### src/design/tspp_ram.sv
`timescale 1ns / 1ps
// ----------------------------------------------------------------------------
// tspp_ram
// Single-port synchronous RAM with one write or read per cycle and a
// registered read port.
// ----------------------------------------------------------------------------
module tspp_ram #(
  parameter int WIDTH = 8,
  parameter int DEPTH = 256
) (
  input  logic                     clk,
  input  logic                     we,
  input  logic [$clog2(DEPTH)-1:0] addr,
  input  logic [WIDTH-1:0]         wdata,
  output logic [WIDTH-1:0]         rdata
);

  logic [WIDTH-1:0] mem [DEPTH];

  // Write, or read into the registered output
  always_ff @(posedge clk) begin
    if (we) begin
      mem[addr] <= wdata;
    end
    rdata <= mem[addr];
  end

endmodule

### config.mk
export PLATFORM = sky130hd
export DESIGN_NAME = tspp_ram
export DESIGN_NICKNAME = d
export VERILOG_FILES = /design/src/design/tspp_ram.sv
export SDC_FILE = /design/constraint.sdc
export NUM_CORES = 2
export LEC_CHECK = 0
export BUFFER_PORTS_ARGS = -buffer_cell sky130_fd_sc_hd__buf_2
export CELL_PAD_IN_SITES_DETAIL_PLACEMENT = 0
export CELL_PAD_IN_SITES_GLOBAL_PLACEMENT = 1
export CORE_ASPECT_RATIO = 2
export CORE_UTILIZATION = 59
export CTS_BUF_LIST = sky130_fd_sc_hd__clkbuf_8
export DETAILED_ROUTE_END_ITERATION = 6
export PLACE_DENSITY_LB_ADDON = 0.08
export REMOVE_ABC_BUFFERS = 1
export SYNTH_ARGS = -nofsm -noshare
export SYNTH_HDL_FRONTEND = slang
export SYNTH_SLANG_ARGS = --single-unit
### constraint.sdc
create_clock -name clk -period 3.28 [get_ports clk]
set_input_delay 0.656 -clock clk [delete_from_list [all_inputs] [get_ports clk]]
set_output_delay 0.656 -clock clk [all_outputs]
set_load 0.03 [all_outputs]
-- Word level (Yosys, flattened, before mapping)
Memories as Yosys holds them, arrays and structs flattened. A register that Yosys moved wholly into a read port is not among the register bits.
Cells that the tools add are included.
- word-level logic and storage cells: 3
- output and inout port bits: 8
- memories: 1
- memory bits (writable): 2048
- register bits: 0
- input port bits: 18
- memories (memory ; depth ; width ; rd ports ; clocked after Yosys merged registers in ; write ports ; RTL line ; text):
    mem ; 256 ; 8 ; 1 ; 1 ; 1 ; 18 ; logic [WIDTH-1:0] mem [DEPTH];
- multiplexer cells: 2
- operator list (operator ; count):
    1-bit 2-to-1 mux ; 2

-- Longest topological paths before layout
- depth in word-level cells: 2
- gate-level depth with buffers: 10
- mapped depth without buffers: 5

-- Worst setup path before layout
No wires, ideal clock.
- kind: input to register
- from: input addr[1]
- to: memory mem[111][0], enable pin
- path buffers: 5
- data arrival time: 2.505 ns
- data required time: 2.910 ns
- setup slack: 0.405 ns
- stages on the path: 9
- library setup time: 0.370 ns
- cell sequence: buf_2 -> clkbuf_1 -> clkbuf_1 -> nand2_1 -> buf_2 -> nor2_1 -> nand2_1 -> clkbuf_1 -> nor2_1
- RTL lines (item ; RTL line ; text):
    start, declared ; 13 ; input logic [$clog2(DEPTH)-1:0] addr,
    end, declared ; 18 ;
Straight into the memory's write port.

==> results.toml <==
[run_status]
status = "completed"

[power_and_ir_drop]
power_density_nw_per_um2 = 551
leakage_nw = 28.7
peakVddDrop_mv = 0.517

[detailed_routing]
avgRoutedWirePerCell_um = 33.2
detailroute.via_count = 39600
drtIter0Drc = 3612
route.final.wire_length_um = 203000
remaining_drc_errors = 0
drt-pass1-iter-count = 6
antenna_violating_nets_post_route = 0
detail_route.vias_per_cell = 6.47

[clock_tree]
clock_latency_ps = 910
clkSlewWorstSetupHoldPaths_ps = 70
cts.sinks = 2056
htree_num_levels = 5
clock_path_buffers = 4
post_cts_hold_buffer_count = 0
cts_setup_buffers = 0
cts_buffers = 281
cts_tree = "built"
cts_root_buf = "sky130_fd_sc_hd__clkbuf_8"
post_cts_resized = 0

[floorplan]
die_height_um = 518
die-width_um = 260
core_um2 = 132000
num_io_pins = 26
start_util_pct = 59.4
floorplan.die_area_um2 = 135000
num_rows = 189

[critical_path]
crit_fanout = 22
timing.critical_path.max_delay_family = "compound AO/OA/AOI/OAI gates"
critPathRequiredTime_ps = 3970
cp_num_buf_inv = 4
critPathLaunchType = "primary input"
crit_path_end_kind = "flop"
slowest_stage = "sky130_fd_sc_hd__o41ai_1"
crit_path_cell_trace = "buf_8 -> buf_12 -> buf_12 -> buf_4 -> mux4_2 -> a22oi_1 -> a21oi_1 -> o41ai_1 -> nand4_1"
cp_data_arrival_time_ps = 3720
critPathMaxStageDelay_ps = 1020
critPathKind = "in2reg"
crit_path_frequent_cell = "sky130_fd_sc_hd__buf_12"

[logic_synthesis]
synth_cell_types = 22
seq_area_frac_synth_pct = 78.6
post_synth_and_or_nand_nor_area_fraction_pct = 1.73
synthAdderAreaFrac_pct = 0
synthesis.area_per_instance_um2 = 22.1
synthCells = 3547
syn-cell-area_um2 = 78500
synth_top_family_by_area = "multiplexers"
synth_warnings = 0
synth-compound-area-share_pct = 3.62
yosys.area_share.xor_xnor_pct = 0
synth.ff_latch_count = 2056
multiplexer_area_fraction_after_synthesis_pct = 14.7

[layout]
mostFrequentLayoutCells = "2048 x sky130_fd_sc_hd__edfxtp_1, 527 x sky130_fd_sc_hd__buf_4, 512 x sky130_fd_sc_hd__mux4_2"
final_net_count = 4225
final_layout_size_suffix_gt1_share_pct = 33.3
fillCellCount = 8415
mostFrequentLayoutCell = "sky130_fd_sc_hd__edfxtp_1"
layout.cell_area.non_filler_um2 = 89800
syn2layout_area_growth_pct = 14.4

[timing]
final-max-slew-violation-count = 0
worst_slew_margin_rel_pct = 14.6
maxClockFrequency_ghz = 0.330
timing.final.crit_share_pct = 92.4
rsz0062_at_grt = "no"
clock_skew_ps = 58.4
finalHoldViolations = 0
worst-slew-pin-transition_ps = 1260
count_of_endpoints_failing_setup_in_the_final_report = 0
period_needed_ps = 3030
fin_ws_ps = 248
setup_total_negative_slack_ps = 0

[global_routing]
grt_max_degree = 98
wire_length_of_the_first_global_routing_pass_um = 294000
overflow_after_grt = 0
first_global_vias = 42600
global_route.usage.total_pct = 31.1
antenna_violations_before_repair = 2

[placement]
place_hpwl_um = 134000
place.gp.congestion = 0.882
cell_area_after_placement_um2 = 84900
io_buffer_count = 25
post-place-ws_ps = -673

[worst_hold_path]
min_path_type = "in2reg"

[flow_run]
cap_violations = 0
logic make-up after synthesis:
family / count (synthesis)
AO/OA/AOI/OAI: 416
buffers and inverters: 233
flip-flops: 2056
multiplexers: 512
AND/OR/NAND/NOR: 330
per-layer routing:
layer | GRT usage, % | vias to the layer above | part of all wire [%]
li1 | - | 16400 | -
met1 | 35.5 | 21000 | 33
met2 | 55.6 | 1698 | 55
met3 | 4.88 | 480 | 6.2
met4 | 16.9 | 0 | 6.0
met5 | 0 | - | 0
report_power, final:
| part | switching, mW | internal (mW) | total, mW | leakage, nW |
|---|---|---|---|---|
| logic | 1.72 | 1.06 | 2.78 | 7.49 |
| registers | 0.0407 | 28.9 | 29.0 | 18.5 |
| clock network | 9.25 | 8.39 | 17.6 | 2.75 |
| total | 11.0 | 38.4 | 49.4 | 28.7 |
per-stage QoR:
stage / util [%] / total power, mW / hold WS (ps) / std cells
detailed placement: 64.2 / 32.4 / 972 / 5643
global route: 67.9 / 50.8 / 305 / 6123
CTS: 67.9 / 49.7 / 273 / 6122
global placement: 64.2 / 32.3 / 940 / 5643
floorplan: - / 30.6 / 755 / 3315
finish: 67.9 / 49.4 / 337 / 6123
Yosys cell counts:
| library cell | instances | share of area [%] |
|---|---|---|
| sky130_fd_sc_hd__edfxtp_1 | 2048 | 78 |
| sky130_fd_sc_hd__nor3_1 | 30 | 0.19 |
| sky130_fd_sc_hd__inv_1 | 1 | 0.0048 |
| sky130_fd_sc_hd__nor2_1 | 232 | 1.1 |
| sky130_fd_sc_hd__nor2b_1 | 7 | 0.056 |
| sky130_fd_sc_hd__and2_1 | 3 | 0.024 |
| sky130_fd_sc_hd__or3_1 | 1 | 0.0080 |
| sky130_fd_sc_hd__dfxtp_1 | 8 | 0.20 |
| sky130_fd_sc_hd__o41ai_1 | 32 | 0.36 |
| sky130_fd_sc_hd__nand2_1 | 28 | 0.13 |
| sky130_fd_sc_hd__mux4_2 | 512 | 15 |
| sky130_fd_sc_hd__buf_6 | 16 | 0.23 |
| sky130_fd_sc_hd__nand3_1 | 13 | 0.083 |
| sky130_fd_sc_hd__nand4_1 | 8 | 0.064 |
| sky130_fd_sc_hd__clkbuf_1 | 145 | 0.69 |
| sky130_fd_sc_hd__buf_4 | 16 | 0.15 |
| sky130_fd_sc_hd__a21oi_1 | 128 | 0.82 |
| sky130_fd_sc_hd__buf_2 | 36 | 0.23 |
| sky130_fd_sc_hd__or2_2 | 2 | 0.016 |
| sky130_fd_sc_hd__nand2b_1 | 6 | 0.048 |
| sky130_fd_sc_hd__buf_1 | 19 | 0.091 |
| sky130_fd_sc_hd__a22oi_1 | 256 | 2.4 |
worst paths after layout:
| kind | from | to | slack [ps] | cells after the start |
|---|---|---|---|---|
| max | addr[0] | rdata[7] | 250 | 9 |
| min | wdata[0] | mem[93][0] | 340 | 1 |
| max reg2reg | mem[43][7] | rdata[7] | 390 | 6 |
| min reg2reg | mem[52][1] | rdata[1] | 1010 | 5 |
state kept, by name (all words and copies together) (netlist names):
register and cells:
mem 2048, rdata 8
area by class of cell:
type | count | area, um2 | area share [%]
clock buffers | 287 | 3950 | 4.40
flip-flops and latches | 2056 | 61700 | 68.7
clock inverters | 192 | 915 | 1.02
well taps | 1719 | 2150 | 2.40
multi-input cells | 1258 | 15800 | 17.6
inverters | 1 | 3.75 | 0.00418
diodes | 1 | 2.50 | 0.00279
repair buffers | 609 | 5310 | 5.92
No activity file was read; power rests on OpenSTA's default activity.
