**src/design/tspp_pkg.sv**
```systemverilog
`timescale 1ns / 1ps
// ----------------------------------------------------------------------------
// tspp_pkg
// Shared codes, constants, types and the shade colour table of the tile and
// sprite pixel pipeline.
// ----------------------------------------------------------------------------
package tspp_pkg;

  // Memory geometry
  localparam int VIDEO_BYTES  = 8192;
  localparam int VADDR_W      = 13;
  localparam int OBJECT_BYTES = 160;
  localparam int OADDR_W      = 8;
  localparam int OBJ_TOTAL    = 40;

  // Timing constants
  localparam int LINES_PER_FRAME = 154;
  localparam int SCAN_LAST_DOT   = 79;
  localparam logic [3:0] MIX_WARMUP     = 4'd12;
  localparam logic [2:0] BG_FIRST_DELAY = 3'd5;
  localparam logic [7:0] OBJ_Y_OFFSET   = 8'd16;
  localparam logic [7:0] STAT_WR_MASK   = 8'b0111_1000;

  // Base addresses inside video memory
  localparam logic [VADDR_W-1:0] MAP_LOW_BASE  = 13'h1800;
  localparam logic [VADDR_W-1:0] MAP_HIGH_BASE = 13'h1C00;
  localparam logic [VADDR_W-1:0] SIGNED_BASE   = 13'h1000;

  // Command codes
  localparam logic [2:0] CMD_TICK   = 3'd0;
  localparam logic [2:0] CMD_REG_RD = 3'd1;
  localparam logic [2:0] CMD_REG_WR = 3'd2;
  localparam logic [2:0] CMD_VID_RD = 3'd3;
  localparam logic [2:0] CMD_VID_WR = 3'd4;
  localparam logic [2:0] CMD_OBJ_RD = 3'd5;
  localparam logic [2:0] CMD_OBJ_WR = 3'd6;

  // Display modes
  localparam logic [1:0] MODE_HBLANK = 2'd0;
  localparam logic [1:0] MODE_VBLANK = 2'd1;
  localparam logic [1:0] MODE_SCAN   = 2'd2;
  localparam logic [1:0] MODE_DRAW   = 2'd3;

  // LCD register indexes
  localparam logic [3:0] REG_LCDC = 4'd0;
  localparam logic [3:0] REG_STAT = 4'd1;
  localparam logic [3:0] REG_SCY  = 4'd2;
  localparam logic [3:0] REG_SCX  = 4'd3;
  localparam logic [3:0] REG_LY   = 4'd4;
  localparam logic [3:0] REG_LYC  = 4'd5;
  localparam logic [3:0] REG_BGP  = 4'd7;
  localparam logic [3:0] REG_OBP0 = 4'd8;
  localparam logic [3:0] REG_OBP1 = 4'd9;
  localparam logic [3:0] REG_WY   = 4'd10;
  localparam logic [3:0] REG_WX   = 4'd11;

  localparam logic [15:0] REG_FIRST_ADDR = 16'hFF40;
  localparam logic [15:0] REG_LAST_ADDR  = 16'hFF4B;
  localparam logic [15:0] REG_HOLE_ADDR  = 16'hFF46;

  // Fetcher phases
  typedef enum logic [2:0] {
    PH_TILE, PH_LOW, PH_HIGH, PH_PUSH, PH_CHECK, PH_IDLE
  } phase_t;

  // Registers the pixel mixer needs
  typedef struct packed {
    logic [7:0] lcdc;
    logic [7:0] bgp;
    logic [7:0] obp0;
    logic [7:0] obp1;
  } pal_t;

  // Fixed colour of each shade
  function automatic logic [23:0] shade_rgb(input logic [1:0] shade);
    logic [23:0] rgb;
    case (shade)
      2'd0:    rgb = 24'hF4FFBF;
      2'd1:    rgb = 24'h9AD941;
      2'd2:    rgb = 24'h608057;
      default: rgb = 24'h002B40;
    endcase
    return rgb;
  endfunction

endpackage

```
**src/design/tspp_pix_mix.sv**
```systemverilog
`timescale 1ns / 1ps
// ----------------------------------------------------------------------------
// tspp_pix_mix
// Priority mixing of one background and one object pixel through the
// palettes, giving the shade and its colour.
// ----------------------------------------------------------------------------
module tspp_pix_mix (
  input  tspp_pkg::pal_t pal,
  input  logic [3:0]     obj_px,   // colour[1:0], palette[2], behind[3]
  input  logic [1:0]     bg_px,
  output logic [1:0]     shade,
  output logic [23:0]    rgb
);
  import tspp_pkg::*;

  logic [1:0] oc;
  logic [7:0] obp;

  assign oc  = obj_px[1:0];
  assign obp = obj_px[2] ? pal.obp1 : pal.obp0;

  // Background wins, when enabled, if objects are off, transparent or behind a nonzero background pixel
  always_comb begin
    if (pal.lcdc[0] && (!pal.lcdc[1] || oc == 2'd0 || (obj_px[3] && bg_px != 2'd0))) begin
      shade = 2'(pal.bgp >> {bg_px, 1'b0});
    end else if (pal.lcdc[1] && oc != 2'd0) begin
      shade = 2'(obp >> {oc, 1'b0});
    end else begin
      shade = 2'd0;
    end
  end

  assign rgb = shade_rgb(shade);

endmodule

```
**config.mk**
```make
export PLATFORM = sky130hd
export DESIGN_NAME = tspp_pix_mix
export DESIGN_NICKNAME = d
export VERILOG_FILES = /design/src/design/tspp_pkg.sv /design/src/design/tspp_pix_mix.sv
export SDC_FILE = /design/constraint.sdc
export NUM_CORES = 1
export LEC_CHECK = 0
export ABC_AREA = 1
export BUFFER_PORTS_ARGS = -buffer_cell sky130_fd_sc_hd__buf_2
export CORE_UTILIZATION = 30
export DETAILED_ROUTE_END_ITERATION = 16
export PLACE_DENSITY = 0.8
export SLEW_MARGIN = 20
export SYNTH_ARGS = -nofsm -noshare
export SYNTH_HDL_FRONTEND = slang
export SYNTH_SLANG_ARGS = --single-unit
```
**constraint.sdc**
```tcl
create_clock -name vclk -period 1.4
set_clock_uncertainty 0.1 [all_clocks]
set_input_delay 0.07 -clock vclk [all_inputs]
set_output_delay 0.07 -clock vclk [all_outputs]
set_load 0.01 [all_outputs]
```
; Word-level counts from Yosys, hierarchy flattened
; Cells that the tools add are included.
[word_totals]
reg_bits = 0
inputBits = 38
out_inout_bits = 26
wordCells = 18
[classes]
eq_ne = 2
shift = 2
mux = 4
n_reduce_logical = 10
[op_table]
columns = cell, count
row1 = $pmux W24 S3, 1
row2 = $shr A8 B3 Y2, 2
row3 = $mux W8, 1
row4 = $logic_not A2 Y1, 2
row5 = $mux W2, 2
row6 = $reduce_bool A2 Y1, 2
row7 = $logic_and A1 B1 Y1, 3
row8 = $eq A2 B1 Y1 const B, 1
row9 = $eq A2 B2 Y1 const B, 1
row10 = $logic_or A1 B1 Y1, 2
row11 = $logic_not A1 Y1, 1

; Depth between registers and ports, before layout
; Gate-level depths: netlist of the first run.
[logic_depth]
depth_word = 7
mapped_depth = 12

; Worst setup path after synthesis of the first run
; Ideal clock, no wire load.
[synth_timing]
path_type = input -> output
startpoint = in bg_px[0]
endpoint = out rgb[14]
arrival_time_ps = 1703
t_required_ps = 1230
path_slack_ps = -473
path_stages = 10
n_path_buf = 1
cell_sequence = inv_1 > o21ai_0 > nand2_1 > nand2_1 > inv_1 > nor2_1 > ha_1 > nor2_1 > nor2_1 > buf_4
[synth_between]
elab_chain_len = 7
word_cells_on_any_way = 10
[synth_lines]
columns = element, line_no
row1 = start: declaration, tspp_pix_mix.sv:10  ; input logic [1:0] bg_px,
row2 = $reduce_bool A2 Y1, tspp_pix_mix.sv:24  ; if (pal.lcdc[0] && (!pal.lcdc[1] || oc == 2'd0 || (obj_px[3] && bg_px != 2'd0))) begin
row3 = $logic_and A1 B1 Y1, tspp_pix_mix.sv:24
row4 = $logic_or A1 B1 Y1, tspp_pix_mix.sv:24
row5 = $logic_and A1 B1 Y1, tspp_pix_mix.sv:24
row6 = $mux W2 (*), tspp_pix_mix.sv:24
row7 = "$eq A2 B2 Y1, or another cell as far along", tspp_pkg.sv:77  ; case (shade)
row8 = $pmux W24 S3 (*), tspp_pkg.sv:77
row9 = end: declaration, tspp_pix_mix.sv:12  ; output logic [23:0] rgb
; Mark *: on every way between the ends. The rest lies on a longest branch, timed or not.

; Worst setup path in the final report of the first run
; Ends and elaborated chain as after synthesis.

==> results of run 1 <==
==> placed cells by master (no fill, tap or decap) <==
master,n
inv_2,6
buf_6,24
o21ai_0,3
buf_8,1
nor2_2,3
buf_12,2
nor2_1,7
buf_4,10
o21ai_2,1
nand3_2,2
a21oi_1,2
inv_8,1
inv_1,8
nand3_1,3
nand2_2,6
nand2_1,16
conb_1,1
buf_2,30
a21oi_2,1
o21ai_4,2
nor2_4,8
ha_4,6
o21ai_1,2
==> cell type report <==
cell class / count / area [um2] / area share
timing repair buffer: 67 / 551 / 0.482
multi-input combinational: 63 / 507 / 0.444
inverter: 15 / 63.8 / 0.0559
tap: 16 / 20.0 / 0.0175
==> metal layers <==
layer / track usage / wire (um)
met1: 0.156 / 618
met4: 0 / 0
met3: 0 / 73
met2: 0.388 / 1190
met5: 0 / 0
==> kinds of logic after synthesis <==
| family | synth area share |
|---|---|
| and+or+nand+nor | 0.364 |
| buffers and inverters | 0.362 |
| AOI/OAI and AO/OA | 0.113 |
| adders and majority gates | 0.154 |
| other | 0.00768 |
==> metrics by stage <==
step,instance area [um2],setup slack (ps)
after floorplan,533,-11.4
after global placement,773,-120
after detailed placement,773,-173
after CTS,985,-130
after global routing,1140,-225
final,1140,-149
==> path summary, 6_finish.rpt <==
kind,endpoint,slack [ps],cells after the start
max,rgb[14],-150,11
min,rgb[9],660,7
==> report_power, final <==
group | leakage [nW] | total, W | internal [W] | switching, W
Clock | 0 | 0 | 0 | 0
Sequential | 0 | 0 | 0 | 0
Combinational | 0.595 | 0.000682 | 0.000371 | 0.000311
==> critical path, delay by kind of cell <==
family | cells | cell delay, ps
AOI/OAI and AO/OA | 1 | 220
adders and majority gates | 1 | 170
buffers and inverters | 4 | 320
and+or+nand+nor | 5 | 590
==> what timing repair did <==
| item | 4_1_cts | 5_1_grt |
|---|---|---|
| resized for setup | 39 | 42 |
| endpoints found under the setup margin | 18 | 24 |
| pin swaps | 15 | 20 |
| buffers inserted | 5 | 1 |
==> metrics.txt, run 1 <==
status complete, but fails checks; failing checks negative setup slack; synthesized cell area 488 um2; Critical path origin bg_px[0]; FF/Latch Area 0 um2; post-synthesis cell count 94; Post-Layout Cell Count 161; Routed wire per std cell 11.7 um; TritonRoute pass-1 iters 4; maximum clock frequency 645 MHz; Netlist cell types 11; Yosys top cell area share 0.246; area leader, netlist buf_4; Area contributors post-synth buf_4 (25%), nand2_1 (17%), ha_1 (15%); max incr delay on CP approximately 220 ps; layout cells sized above 1 0.710; first-pass GRT wire length 2420 um; CP max FO 6; clkbuf count 0; core region area 1510 um2; VDD IR max 231 uV; CTS Hold Buffers Added 0; CP Class in2out; critical path cell sequence buf_12 > inv_2 > o21ai_0 > nand2_1 > nand2_2 > inv_2 > nor2_4 > ha_4 > nor2_2 > nor2_4 > buf_6; maxcap violations 0; vias per inst 4.51; LEAKAGE roughly 0.60 nW; Detailed Route WL 1880 um; Area Growth Syn to Fin 134%; part of the Yosys area used for sequential elements 0; Final Util 0.757; DRC viols 0; # IOs 64; fin nets ~190; synth warn 0; vias in the first global route approximately 630; syn_nets about 140; Die ar. 1790 um2; Mapped Avg Cell Area 5.19 um2; Crit. End Element primary output; hold crit path type in2out; Routed Antenna Nets 0; ANT cells 0; Post-synth top cells nand2_1 (22), nor2_1 (17), buf_4 (16), inv_1 (14), o21ai_0 (8); ratio of final minimum period to clock period 1.11; GRT overflow 0; Fin Setup TNS -1120 ps; Data arrival, critical path 1380 ps; port buffer count 53; startpoint type of the worst setup path primary input; PD cells 598 nW/um2; Via Count around 730; most frequent cell after synthesis nand2_1; Initial Util 0.324; min cycle time layout 1550 ps; Overall Power between 0.0006 and 0.0007 W; Std-Cell Rows 14; height of the chip 42.3 um; placed cell count roughly 160; Crit-path slowest cell o21ai_0; startpoint of the worst hold path pal[22]; final hold violations 0; All-Layer GR Usage 0.164; Initial DRC Count 10; gpl congestion 0.699; worst setup margin -149 ps; number of sequential cells 0; largest net degree at the start of global routing 8; initial antenna violation count 0; Worst EP required 1230 ps; RSZ-0062 raised after global routing true; die width between 40 and 50 um; DPL Wire Length 1140 um; final setup fails 16; FILL cells between 100 and 150; final-report max-slew violation count 0; worst hold margin roughly 660 ps
(Power assumes the default switching activity.)
==> inputs of run 2 (changes only) <==
==> constraint.sdc (replaced) <==
create_clock -name vclk -period 1.4
set_clock_uncertainty 0.1 [all_clocks]
set_input_delay 0.07 -clock vclk [all_inputs]
set_output_delay 0.07 -clock vclk [all_outputs]
set_load 0.005 [all_outputs]
==> run 2 against run 1 <==
Compared with the run above:
- the run still ends with negative setup slack left
- count of clock-buffer cells in the layout unchanged
- fmax is 5.6% higher
- first-iteration DRC count decreased by 40%
- critical path type unchanged
- highest routed layer is now met4
- utilization shrank 4.1 points
- total power down 19%
- hold slack got worse by 89 ps
- non-clock buffer count decreased by 2
==> metrics.txt, run 2 (synthesis gave the netlist of run 1 again) <==
status complete, but fails checks; failing checks negative setup slack; startpoint of the worst hold path obj_px[1]; Data arrival, critical path 1300 ps (-80 ps); final-report max-slew violation count 0 (unchanged); # IOs 64 (unchanged); ANT cells 0 (unchanged); VDD IR max 195 uV (-15%); FILL cells 112 (unchanged); height of the chip 42.3 um (unchanged); Buf+Inv Stages, Crit Path 3 (-1); Crit-path slowest cell o21ai_4; initial antenna violation count 0 (unchanged); die width 42.3 um (unchanged); maxcap violations 0 (unchanged); Worst Hold End shade[1]; TritonRoute pass-1 iters 4 (unchanged); CP max FO 4 (-2); Crit. End Element primary output; final hold violations 0 (unchanged); fin nets 189 (-1.0%); FF/Latch Area 0 um2 (unchanged); largest net degree at the start of global routing 8 (unchanged); DPL Wire Length 1070 um (-5.8%); core region area 1510 um2 (unchanged); commonest non-fill, non-tap cell in the layout buf_2; Area Growth Syn to Fin 121%; first-pass GRT wire length 2220 um (-8.0%); max incr delay on CP 220 ps (about the same); Via Count 736 (+1.4%); RSZ-0062 raised after global routing true; Routed wire per std cell 11.2 um (-3.8%); GR peak layer met2; hold depth 5 (-2); min cycle time layout 1470 ps (-82.3 ps); layout cells sized above 1 0.734 (+0.0239); worst setup margin -67.0 ps (+82.3 ps); CTS Hold Buffers Added 0 (unchanged); port buffer count 53 (unchanged); clkbuf count 0 (unchanged); LEAKAGE 0.568 nW (-4.6%); Initial DRC Count 6 (-4); vias in the first global route 596 (-4.6%); Die ar. 1790 um2 (unchanged); Global Route met3 Usage 0.00862 (+0.00862); most frequent cells in the layout buf_2 (40), nand2_1 (16), buf_6 (14); All-Layer GR Usage 0.148 (-0.0168); Detailed Route WL 1780 um (-5.0%); maximum clock frequency 682 MHz (+5.6%); CP Class in2out; hold crit path type in2out; Routed Antenna Nets 0 (unchanged); final setup fails 14 (-2); delay-heaviest family, CP simple AND/OR/NAND/NOR gates; worst hold margin 576 ps (-88.9 ps); gpl congestion 0.804 (+15%); Setup WS pre-CTS -122 ps (+50.3 ps); critical path cell sequence buf_8 > nor2_4 > nor2_2 > nor2_2 > nand3_2 > o21ai_4 > buf_6 > ha_4 > nor2_4 > buf_2; met1 Use GR 0.161 (+0.00519); vias per inst 4.63 (+2.7%); Std-Cell Rows 14 (unchanged); startpoint type of the worst setup path primary input; grt met2 use 0.311 (-0.0769); DRC viols 0 (unchanged); Worst EP required 1230 ps (about the same); number of sequential cells 0 (unchanged); GRT overflow 0 (unchanged); ratio of final minimum period to clock period 1.05 (-0.0588); PD cells 510 nW/um2 (-15%); Initial Util 0.324 (unchanged)
run 2: cell count changes in the layout (fill, tap and decap cells not counted), moves of 2 or more:
cell     previous run  this run
buf_2              30        40
buf_4              10         8
o21ai_1             2         5
o21ai_0             3         1
nor2_1              7         5
inv_6               0         2
a21oi_1             2         0
buf_6              24        14
run 2: worst max path at each step:
stage / startpoint / end / depth (start not counted)
final: bg_px[1] / rgb[12] / 10
after CTS: bg_px[0] / rgb[12] / 10
after global placement: bg_px[0] / rgb[12] / 11
after global routing: obj_px[2] / rgb[12] / 12
after detailed placement: bg_px[0] / rgb[12] / 11
after floorplan: bg_px[0] / rgb[14] / 10
run 2: report_power, final:
part	switching [W]	internal, W
Combinational	0.000250	0.000301
Clock	0	0
Sequential	0	0
run 2: metal layers:
| layer | part of all wire | vias to the layer above |
|---|---|---|
| met1 | 0.36 | 332 |
| met3 | 0.043 | 2 |
| met4 | 0.0039 | 0 |
| met5 | 0 | - |
| met2 | 0.59 | 30 |
| li1 | - | 372 |
run 2: what timing repair did:
item / CTS / global route
setup buffers: 2 / 2
pin swaps: 14 / 23
resized for setup: 25 / 62
gates cloned: 0 / 0
setup endpoints to repair: 16 / 19
run 2: per-stage QoR:
step           cells  total power [W]  instance area, um2  utilization  setup TNS (ps)
2_1_floorplan     94         0.000238                 507            -               0
3_3_place_gp     156         0.000335                 739        0.491            -959
3_5_place_dp     156         0.000340                 739        0.491           -1180
4_1_cts          157         0.000392                 845        0.561            -489
5_1_grt          159         0.000593                1080        0.717           -1550
6_report         159         0.000550                1080        0.717            -485
run 2: layout make-up:
cell class	instances	area (um2)	area share
Inverter	15	68.8	0.0637
Tap cell	16	20.0	0.0185
Timing Repair Buffer	65	473	0.438
Multi-Input combinational cell	63	518	0.480
==> inputs of run 3 (changes only) <==
==> constraint.sdc (replaced) <==
create_clock -name vclk -period 1.3
set_clock_uncertainty 0.1 [all_clocks]
set_input_delay 0.065 -clock vclk [all_inputs]
set_output_delay 0.065 -clock vclk [all_outputs]
set_load 0.005 [all_outputs]
==> run 3 against run 2 <==
Compared with the run above:
- the flow still finishes with violations (negative setup slack)
- die area did not move
- final cell count is 0.63% higher
- non-clock buffer count rose by 1
- total power grew 7.8%
- wire length rose by 2.7%
- hold slack improved by 39 ps
- cell area decreased by 1.7%
- utilization down 1.2 points
- critical path depth down 1
- count of clock-buffer cells in the layout unchanged
- via count is 0.41% higher
- combinational power rose by 7.8%
- highest routed layer unchanged
==> metrics.txt, run 3 (synthesis gave the netlist of run 1 again) <==
Die ar. 1790 um2 (unchanged); final-report max-slew violation count 0 (unchanged); die width 42.3 um (unchanged); maximum clock frequency slightly below 700 MHz; critical path cell sequence buf_8 > nor2_4 > nor2_2 > nor2_2 > nand3_2 > o21ai_2 > ha_4 > inv_1 > buf_2; DPL Wire Length 1120 um (+4.2%); clkbuf count 0 (unchanged); Crit-path slowest cell o21ai_2; internal power 0.000324 W (+7.7%); placed cell count 156 (unchanged); worst hold margin 615 ps (+38.9 ps); Initial DRC Count 7 (+1); Initial Util 0.324 (unchanged); Post-Layout Cell Count 160 (+0.63%); failing checks negative setup slack; power share of the clock group 0 (unchanged); Area Growth Syn to Fin 117%; PD cells 559 nW/um2 (+9.7%); DRC viols 0 (unchanged); CP Class in2out; Reg power frac 0 (unchanged); Routed wire per std cell 11.5 um (+2.0%); Psw 0.000269 W (+7.9%); Worst EP required 1130 ps (-100 ps); core region area 1510 um2 (unchanged); maxcap violations 0 (unchanged); RSZ-0062 raised after global routing true; CP most frequent cell nor2_2; height of the chip 42.3 um (unchanged); Std-Cell Rows 14 (unchanged); number of sequential cells 0 (unchanged); Comb power frac 1.000 (about the same); switching share of power 0.454 (about the same); Data arrival, critical path 1290 ps (about the same); first-pass GRT wire length 2130 um (-4.0%); LEAKAGE 0.558 nW (-1.7%); commonest non-fill, non-tap cell in the layout buf_2; vias per inst 4.62 (-0.22%); max incr delay on CP 320 ps (+100 ps); VDD IR max 206 uV (+5.9%); Routed Antenna Nets 0 (unchanged); startpoint type of the worst setup path primary input; ratio of final minimum period to clock period 1.12; hold crit path type in2out; CTS Hold Buffers Added 0 (unchanged); ANT cells 0 (unchanged); min cycle time layout ~1500 ps; gpl congestion 0.862 (+7.2%); port buffer count 53 (unchanged); CP max FO 3 (-1); final hold violations 0 (unchanged); Crit. End Element primary output; largest net degree at the start of global routing 8 (unchanged); TritonRoute pass-1 iters 4 (unchanged); final setup fails 19 (+5); Via Count 739 (+0.41%); Overall Power 0.000593 W (+7.8%); GRT overflow 0 (unchanged); status complete, but fails checks; fin nets 190 (+0.53%); Detailed Route WL 1830 um (+2.7%); initial antenna violation count 0 (unchanged); FF/Latch Area 0 um2 (unchanged); # IOs 64 (unchanged); vias in the first global route 593 (-0.50%); most frequent cells in the layout buf_2 (40), nand2_1 (17), buf_6 (15); worst setup margin -154 ps (-87.3 ps); All-Layer GR Usage 0.140 (-0.00707); layout cells sized above 1 0.729 (-0.00510)
-- run 3: area by class of cell --
class / count / area (um2)
inverter: 15 / 61.3
timing repair buffer: 66 / 467
fill: 118 / 445
tap: 16 / 20.0
multi-input combinational: 63 / 513
-- run 3: power by group through the flow --
stage          Clock (W)  Combinational (W)  Sequential (W)
6_report               0           0.000593               0
5_1_grt                0           0.000640               0
4_1_cts                0           0.000438               0
3_5_place_dp           0           0.000381               0
3_3_place_gp           0           0.000374               0
2_1_floorplan          0           0.000273               0
-- run 3: repair_timing --
action,CTS,global route
setup buffers,3,2
hold endpoints to repair,0,0
gates cloned,0,0
setup endpoints to repair,19,25
pin swaps,13,13
gates resized for setup,21,48
-- run 3: routing by layer --
layer | part of all wire | global-route usage
met4 | 0.010 | 0.0125
met3 | 0.050 | 0.00431
met5 | 0 | 0
met2 | 0.61 | 0.302
met1 | 0.33 | 0.151
-- run 3: path summary, 6_finish.rpt --
path / end / slack, ps / cells past startpoint / start
max: rgb[15] / -150 / 9 / bg_px[1]
min: rgb[13] / 610 / 7 / pal[18]
-- run 3: worst max-delay path, delay by kind of cell --
kind	cells	cell delay [ps]
and+or+nand+nor	4	440
AOI/OAI and AO/OA	1	320
buffers and inverters	3	270
adders and majority gates	1	200
-- run 3: through the flow --
stage	worst slack (ps)	util	setup TNS, ps	area (um2)
global route	-253	0.704	-3940	1060
detailed placement	-225	0.507	-2890	764
finish	-154	0.704	-2310	1060
CTS	-176	0.568	-2360	856
floorplan	-6.04	-	-18.1	532
global placement	-200	0.507	-2580	764
